## config.mk

```make
export PLATFORM = sky130hd
export DESIGN_NAME = scancode_ring_buffer_with_backspace
export DESIGN_NICKNAME = d
export VERILOG_FILES = /design/src/design/scrb_pkg.sv /design/src/design/scrb_ctrl.sv /design/src/design/scrb_dp.sv /design/src/design/scancode_ring_buffer_with_backspace.sv
export VERILOG_INCLUDE_DIRS = /design/src /design/src/design
export SDC_FILE = /design/constraint.sdc
export NUM_CORES = 2
export LEC_CHECK = 0
export BUFFER_PORTS_ARGS = -buffer_cell sky130_fd_sc_hd__buf_4
export CORE_UTILIZATION = 30
export CTS_BUF_LIST = sky130_fd_sc_hd__clkbuf_16
export CTS_CLUSTER_SIZE = 30
export DETAILED_ROUTE_END_ITERATION = 7
export PLACE_DENSITY = 0.41
export SLEW_MARGIN = 20
export SYNTH_ARGS = -nofsm -noshare
export SYNTH_HDL_FRONTEND = slang
export SYNTH_HIERARCHICAL = 1
export SYNTH_SLANG_ARGS = --single-unit
```

## constraint.sdc

```tcl
create_clock -name clk -period 10.3 [get_ports clk]
set_clock_uncertainty 0.15 [all_clocks]
set_input_delay 0.515 -clock clk [delete_from_list [all_inputs] [get_ports clk]]
set_output_delay 0.515 -clock clk [all_outputs]
set_load 0.05 [all_outputs]
```

## src/design/scancode_ring_buffer_with_backspace_defines.svh

```systemverilog
// assertion macros for the scan code key buffer
// no dependencies; included by the top level
`ifndef SCANCODE_RING_BUFFER_WITH_BACKSPACE_DEFINES_SVH
`define SCANCODE_RING_BUFFER_WITH_BACKSPACE_DEFINES_SVH

`ifndef ASSERT_OFF
`define ASSERT_NEXT(lbl, clk, rst_n, ante, cons) \
  lbl: assert property (@(posedge clk) disable iff (!rst_n) (ante) |=> (cons)) \
    else $error("assertion failed");
`define ASSERT_SAME(lbl, clk, rst_n, ante, cons) \
  lbl: assert property (@(posedge clk) disable iff (!rst_n) (ante) |-> (cons)) \
    else $error("assertion failed");
`else
`define ASSERT_NEXT(lbl, clk, rst_n, ante, cons)
`define ASSERT_SAME(lbl, clk, rst_n, ante, cons)
`endif

`endif

```

## src/design/scrb_pkg.sv

```systemverilog
// shared types, codes and the set-1 scan code table for the key buffer
// no dependencies
package scrb_pkg;

  localparam int BUFFER_DEPTH = 256;
  localparam int ADDR_W       = $clog2(BUFFER_DEPTH);

  localparam logic [1:0] MODE_SCAN  = 2'd0;
  localparam logic [1:0] MODE_READ  = 2'd1;
  localparam logic [1:0] MODE_PEEK  = 2'd2;
  localparam logic [1:0] MODE_QUERY = 2'd3;

  localparam logic [7:0] SC_F5  = 8'h3F;
  localparam logic [7:0] SC_ESC = 8'h01;
  localparam logic [7:0] SC_F1  = 8'h3B;
  localparam logic [7:0] SC_F2  = 8'h3C;
  localparam logic [7:0] SC_F3  = 8'h3D;

  localparam logic [6:0] ASCII_BS = 7'd8;

  typedef enum logic [3:0] {
    STAT_NO_KEY   = 4'd0,
    STAT_FULL     = 4'd1,
    STAT_DELETED  = 4'd2,
    STAT_VALID    = 4'd3,
    STAT_UNMAPPED = 4'd4,
    STAT_CAPTURE  = 4'd5,
    STAT_KILL     = 4'd6,
    STAT_PAUSE_C  = 4'd7,
    STAT_PAUSE_L  = 4'd8,
    STAT_PAUSE_R  = 4'd9
  } status_t;

  typedef struct packed {
    logic capture;
    logic exec;
  } ctl_cmd_t;

  function automatic logic [6:0] key_ascii(input logic [6:0] idx);
    logic [6:0] ch;
    unique case (idx)
      7'd2:  ch = 7'h31;
      7'd3:  ch = 7'h32;
      7'd4:  ch = 7'h33;
      7'd5:  ch = 7'h34;
      7'd6:  ch = 7'h35;
      7'd7:  ch = 7'h36;
      7'd8:  ch = 7'h37;
      7'd9:  ch = 7'h38;
      7'd10: ch = 7'h39;
      7'd11: ch = 7'h30;
      7'd12: ch = 7'h2D;
      7'd13: ch = 7'h3D;
      7'd14: ch = 7'h08;
      7'd15: ch = 7'h09;
      7'd16: ch = 7'h71;
      7'd17: ch = 7'h77;
      7'd18: ch = 7'h65;
      7'd19: ch = 7'h72;
      7'd20: ch = 7'h74;
      7'd21: ch = 7'h79;
      7'd22: ch = 7'h75;
      7'd23: ch = 7'h69;
      7'd24: ch = 7'h6F;
      7'd25: ch = 7'h70;
      7'd26: ch = 7'h5B;
      7'd27: ch = 7'h5D;
      7'd28: ch = 7'h0A;
      7'd30: ch = 7'h61;
      7'd31: ch = 7'h73;
      7'd32: ch = 7'h64;
      7'd33: ch = 7'h66;
      7'd34: ch = 7'h67;
      7'd35: ch = 7'h68;
      7'd36: ch = 7'h6A;
      7'd37: ch = 7'h6B;
      7'd38: ch = 7'h6C;
      7'd39: ch = 7'h3B;
      7'd40: ch = 7'h27;
      7'd41: ch = 7'h7C;
      7'd43: ch = 7'h7C;
      7'd44: ch = 7'h7A;
      7'd45: ch = 7'h78;
      7'd46: ch = 7'h63;
      7'd47: ch = 7'h76;
      7'd48: ch = 7'h62;
      7'd49: ch = 7'h6E;
      7'd50: ch = 7'h6D;
      7'd51: ch = 7'h2C;
      7'd52: ch = 7'h2E;
      7'd53: ch = 7'h2F;
      7'd55: ch = 7'h2A;
      7'd57: ch = 7'h20;
      7'd74: ch = 7'h2D;
      7'd78: ch = 7'h2B;
      default: ch = 7'h00;
    endcase
    return ch;
  endfunction

  function automatic logic [ADDR_W-1:0] ptr_up(input logic [ADDR_W-1:0] p);
    return (p == ADDR_W'(BUFFER_DEPTH - 1)) ? '0 : p + 1'b1;
  endfunction

  function automatic logic [ADDR_W-1:0] ptr_down(input logic [ADDR_W-1:0] p);
    return (p == '0) ? ADDR_W'(BUFFER_DEPTH - 1) : p - 1'b1;
  endfunction

endpackage

```

## src/design/scrb_ctrl.sv

```systemverilog
// controller: capture/execute sequencer and result strobe
// depends on scrb_pkg
module scrb_ctrl (
  input  logic                clk,
  input  logic                rst_n,
  input  logic                start,
  output logic                busy,
  output logic                out_valid,
  output scrb_pkg::ctl_cmd_t  cmd
);
  import scrb_pkg::*;

  typedef enum logic [1:0] {
    S_IDLE = 2'b01,
    S_EXEC = 2'b10
  } state_t;

  state_t state_r, state_nxt;
  logic   out_valid_r;

  always_comb begin
    state_nxt = state_r;
    unique case (state_r)
      S_IDLE: if (start) state_nxt = S_EXEC;
      S_EXEC: state_nxt = S_IDLE;
      default: state_nxt = S_IDLE;
    endcase
  end

  always_ff @(posedge clk) begin
    if (!rst_n) begin
      state_r     <= S_IDLE;
      out_valid_r <= 1'b0;
    end else begin
      state_r     <= state_nxt;
      out_valid_r <= (state_r == S_EXEC);
    end
  end

  assign busy        = (state_r == S_EXEC);
  assign cmd.capture = (state_r == S_IDLE) && start;
  assign cmd.exec    = (state_r == S_EXEC);
  assign out_valid   = out_valid_r;

endmodule

```

## src/design/scrb_dp.sv

```systemverilog
// datapath: key store, occupancy bits, pointers, translation and result registers
// depends on scrb_pkg
module scrb_dp (
  input  logic                clk,
  input  logic                rst_n,
  input  scrb_pkg::ctl_cmd_t  cmd,
  input  logic [1:0]          in_mode,
  input  logic [7:0]          in_scan_code,
  output logic [3:0]          out_status,
  output logic [6:0]          out_character,
  output logic                out_key_available
);
  import scrb_pkg::*;

  logic [6:0]              mem [BUFFER_DEPTH];
  logic [BUFFER_DEPTH-1:0] occ_r, occ_nxt;
  logic [ADDR_W-1:0]       wr_ptr_r, wr_ptr_nxt;
  logic [ADDR_W-1:0]       rd_ptr_r, rd_ptr_nxt;
  logic [ADDR_W-1:0]       pk_ptr_r, pk_ptr_nxt;
  logic [1:0]              mode_r;
  logic [7:0]              code_r;
  logic [6:0]              rd_data_r;
  logic [ADDR_W-1:0]       rd_addr;
  logic                    wr_en;
  logic [6:0]              wr_data;
  status_t                 status_nxt, status_r;
  logic [6:0]              char_nxt, char_r;
  logic                    avail_r;

  assign rd_addr = (in_mode == MODE_READ) ? rd_ptr_r : pk_ptr_r;

  always_comb begin
    logic [6:0]        ch;
    logic [ADDR_W-1:0] prev;
    ch         = key_ascii(code_r[6:0]);
    prev       = ptr_down(wr_ptr_r);
    occ_nxt    = occ_r;
    wr_ptr_nxt = wr_ptr_r;
    rd_ptr_nxt = rd_ptr_r;
    pk_ptr_nxt = pk_ptr_r;
    wr_en      = 1'b0;
    wr_data    = ch;
    status_nxt = STAT_NO_KEY;
    char_nxt   = 7'h00;
    unique case (mode_r)
      MODE_SCAN: begin
        priority if (code_r == SC_F5) begin
          status_nxt = STAT_CAPTURE;
        end else if (code_r == SC_ESC) begin
          status_nxt = STAT_KILL;
        end else if (code_r == SC_F1) begin
          status_nxt = STAT_PAUSE_C;
        end else if (code_r == SC_F2) begin
          status_nxt = STAT_PAUSE_L;
        end else if (code_r == SC_F3) begin
          status_nxt = STAT_PAUSE_R;
        end else if (code_r[7]) begin
          status_nxt = STAT_NO_KEY;
        end else if (occ_r[wr_ptr_r]) begin
          status_nxt = STAT_FULL;
        end else if (ch == ASCII_BS) begin
          status_nxt = STAT_DELETED;
          if (occ_r[prev]) begin
            occ_nxt[prev] = 1'b0;
            wr_ptr_nxt    = prev;
            if (pk_ptr_r == wr_ptr_r) pk_ptr_nxt = ptr_down(pk_ptr_r);
          end
        end else if (ch == 7'h00) begin
          status_nxt = STAT_UNMAPPED;
        end else begin
          status_nxt        = STAT_VALID;
          wr_en             = 1'b1;
          occ_nxt[wr_ptr_r] = 1'b1;
          wr_ptr_nxt        = ptr_up(wr_ptr_r);
        end
      end
      MODE_READ: begin
        if (occ_r[rd_ptr_r]) begin
          if (pk_ptr_r == rd_ptr_r) pk_ptr_nxt = ptr_up(pk_ptr_r);
          char_nxt          = rd_data_r;
          occ_nxt[rd_ptr_r] = 1'b0;
          rd_ptr_nxt        = ptr_up(rd_ptr_r);
          status_nxt        = STAT_VALID;
        end
      end
      MODE_PEEK: begin
        if (occ_r[pk_ptr_r]) begin
          char_nxt   = rd_data_r;
          pk_ptr_nxt = ptr_up(pk_ptr_r);
          status_nxt = STAT_VALID;
        end
      end
      MODE_QUERY: begin
        if (occ_r[rd_ptr_r]) status_nxt = STAT_VALID;
      end
      default: status_nxt = STAT_NO_KEY;
    endcase
  end

  // key store
  always_ff @(posedge clk) begin
    if (cmd.capture) rd_data_r <= mem[rd_addr];
    if (cmd.exec && wr_en) mem[wr_ptr_r] <= wr_data;
  end

  always_ff @(posedge clk) begin
    if (!rst_n) begin
      occ_r    <= '0;
      wr_ptr_r <= '0;
      rd_ptr_r <= '0;
      pk_ptr_r <= '0;
    end else if (cmd.exec) begin
      occ_r    <= occ_nxt;
      wr_ptr_r <= wr_ptr_nxt;
      rd_ptr_r <= rd_ptr_nxt;
      pk_ptr_r <= pk_ptr_nxt;
    end
  end

  always_ff @(posedge clk) begin
    if (cmd.capture) begin
      mode_r <= in_mode;
      code_r <= in_scan_code;
    end
    if (cmd.exec) begin
      status_r <= status_nxt;
      char_r   <= char_nxt;
      avail_r  <= occ_nxt[rd_ptr_nxt];
    end
  end

  assign out_status        = status_r;
  assign out_character     = char_r;
  assign out_key_available = avail_r;

endmodule

```

## src/design/scancode_ring_buffer_with_backspace.sv

```systemverilog
// top level: set-1 scan code translator feeding a 256-entry key store
// one beat is a capture step with store read, then an execute step with store write
// result strobe out_valid rises in the cycle after busy
// start is ignored while busy, so a new beat waits until execute ends; single store read and write port
// synchronous active-low reset empties the store (occupancy bits) and zeroes pointers
// depends on scrb_pkg, scrb_ctrl, scrb_dp and the assertion macro header
`include "scancode_ring_buffer_with_backspace_defines.svh"

module scancode_ring_buffer_with_backspace (
  input  logic       clk,
  input  logic       rst_n,
  input  logic       start,
  output logic       busy,
  input  logic [1:0] in_mode,
  input  logic [7:0] in_scan_code,
  output logic       out_valid,
  output logic [3:0] out_status,
  output logic [6:0] out_character,
  output logic       out_key_available
);
  import scrb_pkg::*;

  ctl_cmd_t cmd;

  scrb_ctrl u_ctrl (
    .clk       (clk),
    .rst_n     (rst_n),
    .start     (start),
    .busy      (busy),
    .out_valid (out_valid),
    .cmd       (cmd)
  );

  scrb_dp u_dp (
    .clk               (clk),
    .rst_n             (rst_n),
    .cmd               (cmd),
    .in_mode           (in_mode),
    .in_scan_code      (in_scan_code),
    .out_status        (out_status),
    .out_character     (out_character),
    .out_key_available (out_key_available)
  );

  `ASSERT_NEXT(a_accept_busy, clk, rst_n, start && !busy, busy)
  `ASSERT_NEXT(a_exec_single, clk, rst_n, busy, !busy && out_valid)
  `ASSERT_SAME(a_strobe_after_exec, clk, rst_n, out_valid, !busy)
  `ASSERT_SAME(a_char_only_valid, clk, rst_n, out_valid && (out_status != STAT_VALID),
               out_character == 7'h00)

endmodule
```

Yosys cells after proc, flatten, opt, wreduce, memory -nomap -nowiden --
Memory sizes are Yosys's and may differ from the RTL's. A register that Yosys moved wholly into a read port is not among the register bits. Cells that the tools add are included.
Storage, ports and cells: memories 2, bits in writable memories 1792, word-level logic and storage cells 165, input bits 13, register bits after elaboration 305, memory bits (read-only) 896
Memory list:
- u_dp.mem | words 256, width 7, rd ports 1, clocked after memory_dff 1, write ports 1, line scrb_dp.sv:15 | logic [6:0] mem [BUFFER_DEPTH];
- (name not given) | words 128, width 7, rd ports 1, clocked after memory_dff 1, write ports 0, line scrb_pkg.sv:41 | unique case (idx)
Cells by class: reduce and logical (&&, ||, !) cells 14, bitwise operators 12, $add $sub $neg 5, muxes and demuxes 81, equal/unequal tests 32, order comparisons 8
Operators with widths (number):
- 2-to-1 mux 256 bit | 11
- bitwise AND 256 bit | 2
- NOT 256 bit | 2
- case mux 256 bit (2 select lines) | 1
- bitwise OR 256 bit | 1
- 2-to-1 mux 8 bit | 24
- < comparator 8 x 9 -> 1 bit, second input constant | 5
- binary-select mux 1 bit (select 8 bit) | 5
- equality test 8 x 6 -> 1 bit, second input constant | 4
- 2-to-1 mux 4 bit | 8
- adder 8 x 1 -> 8 bit, second input constant | 3
- demux 1 bit (select 8 bit) | 3
- equality test 8 bit, second input constant | 3
- >= comparator 8 x 1 -> 1 bit, second input constant | 3
- case mux 8 bit (3 select lines) | 1
- 2-to-1 mux 7 bit | 3
- 2-to-1 mux 1 bit | 20
- equality test 8 bit | 2
- logical NOT 8 bit | 2
- != test 2 bit, second input constant | 8
- subtractor 8 x 1 -> 8 bit, second input constant | 2
- AND reduction 15 bit | 1
- != test 2 x 1 -> 1 bit, second input constant | 7
- case mux 7 bit (2 select lines) | 1
- other kinds (15) | 30

Depth between registers and ports, before layout --
word-level depth 20, mapped depth 28

Modules after synthesis --
The synthesis kept the hierarchy.
Modules (own cells, without submodules):
- scrb_dp | area an instance 104171.2 sq um, seq. area each 60428.0 sq um, instances 1, cells an instance 7868
- scrb_ctrl | area an instance 111.4 sq um, seq. area each 60.1 sq um, instances 1, cells an instance 9

Least setup slack after synthesis --
No wires, ideal clock.
kind reg-to-reg, start register, netlist name u_dp/wr_data[2], end register u_dp.avail_r (netlist: u_dp/out_key_available), data pin, arrival time 6844 ps, slack 3148 ps, buffers on the path 3, cell stages (with the launch flop) 17, library setup time 158 ps, period minus slack after synthesis 7152 ps, required time 9992 ps, cells stage by stage dfxtp_1 nor2_1 and3_1 clkbuf_1 nor3_1 clkbuf_1 nand4_1 nor2_1 clkbuf_1 a21oi_1 a31o_2 o21ba_2 or4_1 a31oi_1 o211ai_1 a32o_1 a211oi_2
Between the ends: word-level cells in the longest chain between the ends 13
Ends and longest elaborated chain:
- logical NOT 7 bit | line scrb_dp.sv:68 | end else if (ch == 7'h00) begin
- 2-to-1 mux 256 bit | line scrb_dp.sv:68
- 2-to-1 mux 256 bit (*) | line scrb_dp.sv:61 | end else if (ch == ASCII_BS) begin
- 2-to-1 mux 256 bit (*) | line scrb_dp.sv:59 | end else if (occ_r[wr_ptr_r]) begin
- 2-to-1 mux 256 bit (*) | line scrb_dp.sv:57 | end else if (code_r[7]) begin
- 2-to-1 mux 256 bit (*) | line scrb_dp.sv:55 | end else if (code_r == SC_F3) begin
- 2-to-1 mux 256 bit (*) | line scrb_dp.sv:53 | end else if (code_r == SC_F2) begin
- 2-to-1 mux 256 bit (*) | line scrb_dp.sv:51 | end else if (code_r == SC_F1) begin
- 2-to-1 mux 256 bit (*) | line scrb_dp.sv:49 | end else if (code_r == SC_ESC) begin
- 2-to-1 mux 256 bit (*) | line scrb_dp.sv:47 | priority if (code_r == SC_F5) begin
- case mux 256 bit (2 select lines) (*) | line scrb_dp.sv:45 | unique case (mode_r)
- binary-select mux 1 bit (select 8 bit) (*) | line scrb_dp.sv:128 | avail_r <= occ_nxt[rd_ptr_nxt];
- 2-to-1 mux 1 bit (implied by the code) (*) | line scrb_dp.sv:128
- end signal, assigned | line scrb_dp.sv:128
- end, declared | line scrb_dp.sv:28 | logic avail_r;
Every way passes the cells marked *; elsewhere a longest branch is shown, timed or not. The select of a mux whose other input is x is not followed. A chain may end at the register's enable or synchronous reset.

Worst setup path in the final report --
start register u_dp.wr_ptr_r[0], end register u_dp.avail_r (netlist: u_dp/out_key_available), data pin
Between the ends: word-level cells in the longest chain between the ends 20
Ends and longest elaborated chain:
- start, declared | line scrb_dp.sv:17 | logic [ADDR_W-1:0] wr_ptr_r, wr_ptr_nxt;
- start signal, assigned | line scrb_dp.sv:114 | wr_ptr_r <= wr_ptr_nxt;
- subtractor 8 x 1 -> 8 bit / logical NOT 8 bit (equally long branches) | line scrb_pkg.sv:106 | return (p == '0) ? ADDR_W'(BUFFER_DEPTH - 1) : p - 1'b1;
- 2-to-1 mux 8 bit | line scrb_pkg.sv:106
- < comparator 8 x 9 -> 1 bit (implied by the code) / >= comparator 8 x 1 -> 1 bit (equally long branches) | line scrb_dp.sv:64 | occ_nxt[prev] = 1'b0;
- logical AND 1 bit (implied by the code) | line scrb_dp.sv:64
- 2-to-1 mux 1 bit (implied by the code) | line scrb_dp.sv:64
- demux 1 bit (select 8 bit)
- NOT 256 bit (no line)
- bitwise AND 256 bit (no line)
- [... 4 more ...]
- 2-to-1 mux 256 bit (*) | line scrb_dp.sv:55
- 2-to-1 mux 256 bit (*) | line scrb_dp.sv:53
- 2-to-1 mux 256 bit (*) | line scrb_dp.sv:51
- 2-to-1 mux 256 bit (*) | line scrb_dp.sv:49
- 2-to-1 mux 256 bit (*) | line scrb_dp.sv:47
- case mux 256 bit (2 select lines) (*) | line scrb_dp.sv:45
- binary-select mux 1 bit (select 8 bit) (*) | line scrb_dp.sv:128
- 2-to-1 mux 1 bit (implied by the code) (*) | line scrb_dp.sv:128
Marks and branches as above.

==> run metrics <==
commonest non-fill, non-tap cell in the layout edfxtp_1; CP Cell Sequence inv_1, buf_4, ha_4, or3b_2, nor2_1, nor2_1, nand2_1, a21oi_1, a211oi_1, o221a_4, nand2_2, nor3_1, a21oi_1, o311ai_2, a21oi_2, buf_6, o211a_1, a311oi_1, a211oi_2; pin count of the biggest net entering global routing between 150 and 200; Setup Buffers After CTS 0; initial antenna violation count 59; relative slew slack 0.0270; pwr dens 167 mW/mm2; Setup WS pre-CTS 1410 ps; RSZ-0062 raised after global routing no; P&R area growth vs syn 14.1%; Switch Pwr 5.04 mW; TritonCTS Buffers between 200 and 250; max-cap violation count 0; Most used DFF post-synth edfxtp_1; period utilisation layout 0.893; drt drc 0; Hold Violations, Final 0; Post-Route WL approximately 530 mm; final setup violation count 0; Root Buffer clkbuf_16; crit end category register; WP data required 10840 ps; Initial Util 0.301; drt pass-1 iters 8; # rows 216; core area between 0.3 and 0.4 mm2; Detail Placement HPWL between 300 and 400 mm; H-tree levels 4; CP max-delay cell o221a_4; post-synthesis cell count 7877; Synth Register Bits 2111; Power, Total slightly below 20 mW; DIE WIDTH 592 um; final worst slack roughly 1100 ps; critical path type reg2reg; DR WL/cell approximately 42 um; Distinct cells, synth 106; Max Freq 0.109 GHz; Worst Hold Class in2reg; overall routing resource usage 0.297; clock power share 0.433; Vias/cell ~6.4; First DRT Iteration DRCs ~12000; worst stage delay on the critical path around 840 ps; Clock Sinks 2111; Worst-path clk slew 70 ps; vias in the first global route 77906; Final nets approximately 8000; share of cells above drive strength 1 0.202; Worst EP arrival about 9700 ps; Antenna Nets Post-Route 0; Flop pwr share 0.490; Pint approximately 15 mW; Comb pwr share 0.077; grt ovf 0; DIE AREA ~0.35 mm2; minimum clock period 9190 ps; Avg Cell Area, Syn ~13 um2; syn nets 7915; TritonCTS clock tree yes; M3 GR Usage 0.0881; routed vias approximately 81000; die height ~600 um; synthesized cell area about 0.10 mm2; first-pass GRT wire length 710 mm; Sw Ratio 0.253; grt met1 use 0.374; status completed; clk_lat worst skew around 970 ps; CP Buf/Inv Count 3; YS warnings 6; register area share after synthesis 0.580; actual slew at the worst max-slew pin between 1000 and 1500 ps; global placer's final weighted congestion between 1 and 1.5; Post-synth EDFFs around 1800; IO buf count 26; met2 Usage GRT 0.444; Critical Path Start Type register; peak fanout along the critical path 31; Peak VDD IR between 0.1 and 0.15 mV; IO Pins 27; Final Slew Violations 0; crit-path leading delay family compound AO/OA/AOI/OAI gates; GR peak layer met2; P_leak approximately 36 nW; CTS Buffer Depth 4; async set-reset flop share out of synthesis 0; most frequent cells in the layout 1821 x edfxtp_1, 649 x nor2_1, 639 x nand2_1
[stage by stage]
step	TNS, ps	utilization	hold slack, ps	instance area, um2	std cells
6_report	0	0.344	172	119000	12636
5_1_grt	0	0.344	195	119000	12595
4_1_cts	0	0.344	142	119000	12588
3_5_place_dp	0	0.321	322	111000	12130
3_3_place_gp	-139	0.320	320	111000	12122
2_1_floorplan	0	-	270	104000	7877
[Yosys cell counts, drive strengths merged (43+ instances only)]
cell    number  area [um2]
nand2      668        2520
a211oi     238        1810
a311oi     106         935
nand3      236        1200
o311ai      52         463
clkbuf     484        1820
mux4       631       14200
a22oi      100         751
nand4       61         382
buf        229        1150
a21oi      335        1690
nor4        47         322
o221ai      43         377
o21ai      295        1480
dfxtp      290        5810
edfxtp    1821       54700
mux2i      243        2430
a31oi      215        1350
nor2       669        2510
nor3       100         516
and2       161        1010
o21a        47         353
a32oi       52         455
o211ai     157        1180
[worst paths after layout]
| kind | start | end | slack [ps] | cells past startpoint |
|---|---|---|---|---|
| max | u_dp/wr_ptr_r[0] | u_dp/out_key_available | 1110 | 19 |
| min | start | u_ctrl/state_r[0] | 170 | 3 |
| max reg2reg | u_dp/wr_ptr_r[0] | u_dp/out_key_available | 1110 | 19 |
| min reg2reg | u_ctrl/state_r[0] | u_ctrl/state_r[0] | 340 | 1 |
[cell families (layout without fill, tap and decap cells)]
logic type	after synthesis	in the layout	synth area share
and+or+nand+nor	2118	2118	0.0926
DFF	2111	2111	0.580
AOI/OAI and AO/OA	1959	1959	0.131
muxes	885	885	0.161
buffers and inverters	746	880	0.0296
xor gates and xnor gates	33	33	0.00284
adders and majority gates	25	25	0.00300
other	0	47	0
[worst min-delay path, stage by stage]
cell and delay [ps]:
dlygate4sd3_1 520, buf_4 110, nand4b_1 80
[per-layer routing]
layer  share of wire  routed length [um]
met4           0.077               41000
met1            0.39              205000
met2            0.44              231000
met5         0.00092                 487
met3           0.099               52300
[power by group through the flow]
stage               Sequential, mW  Combinational [mW]  Clock [mW]
floorplan                     10.0               0.602           0
detailed placement            9.92                1.47           0
CTS                           9.74                1.48        8.80
global placement              9.91                1.47           0
global route                  9.75                1.55        9.09
finish                        9.75                1.53        8.60
[sequential cells by signal, indices dropped and copies added, names as in the netlist]
name	flops
u_dp/out_status	4
u_dp/occ_r	256
u_dp/out_key_available	1
u_dp/rd_data_r	7
u_dp/mem	1792
u_ctrl/out_valid	1
u_dp/rd_ptr_r	8
u_ctrl/state_r	2
u_dp/code_r	8
u_dp/out_character	7
u_dp/mode_r	2
u_dp/pk_ptr_r	8
u_dp/wr_data	7
u_dp/wr_ptr_r	8
[area by class of cell]
class	instances	area [um2]
clock buffer	247	6180
sequential	2111	60500
inverter	33	134
clock inverter	199	1570
fill	33767	227000
timing repair buffer	401	3360
multi-input combinational	5020	41300
tap	4578	5730
antenna	47	118
[repair_timing]
| action | 4_1_cts | 5_1_grt |
|---|---|---|
| hold buffers | 12 | 0 |
| resized for setup | 0 | 0 |
| endpoints found under the hold margin | 26 | 0 |
Power figures use the tool's default switching activity.
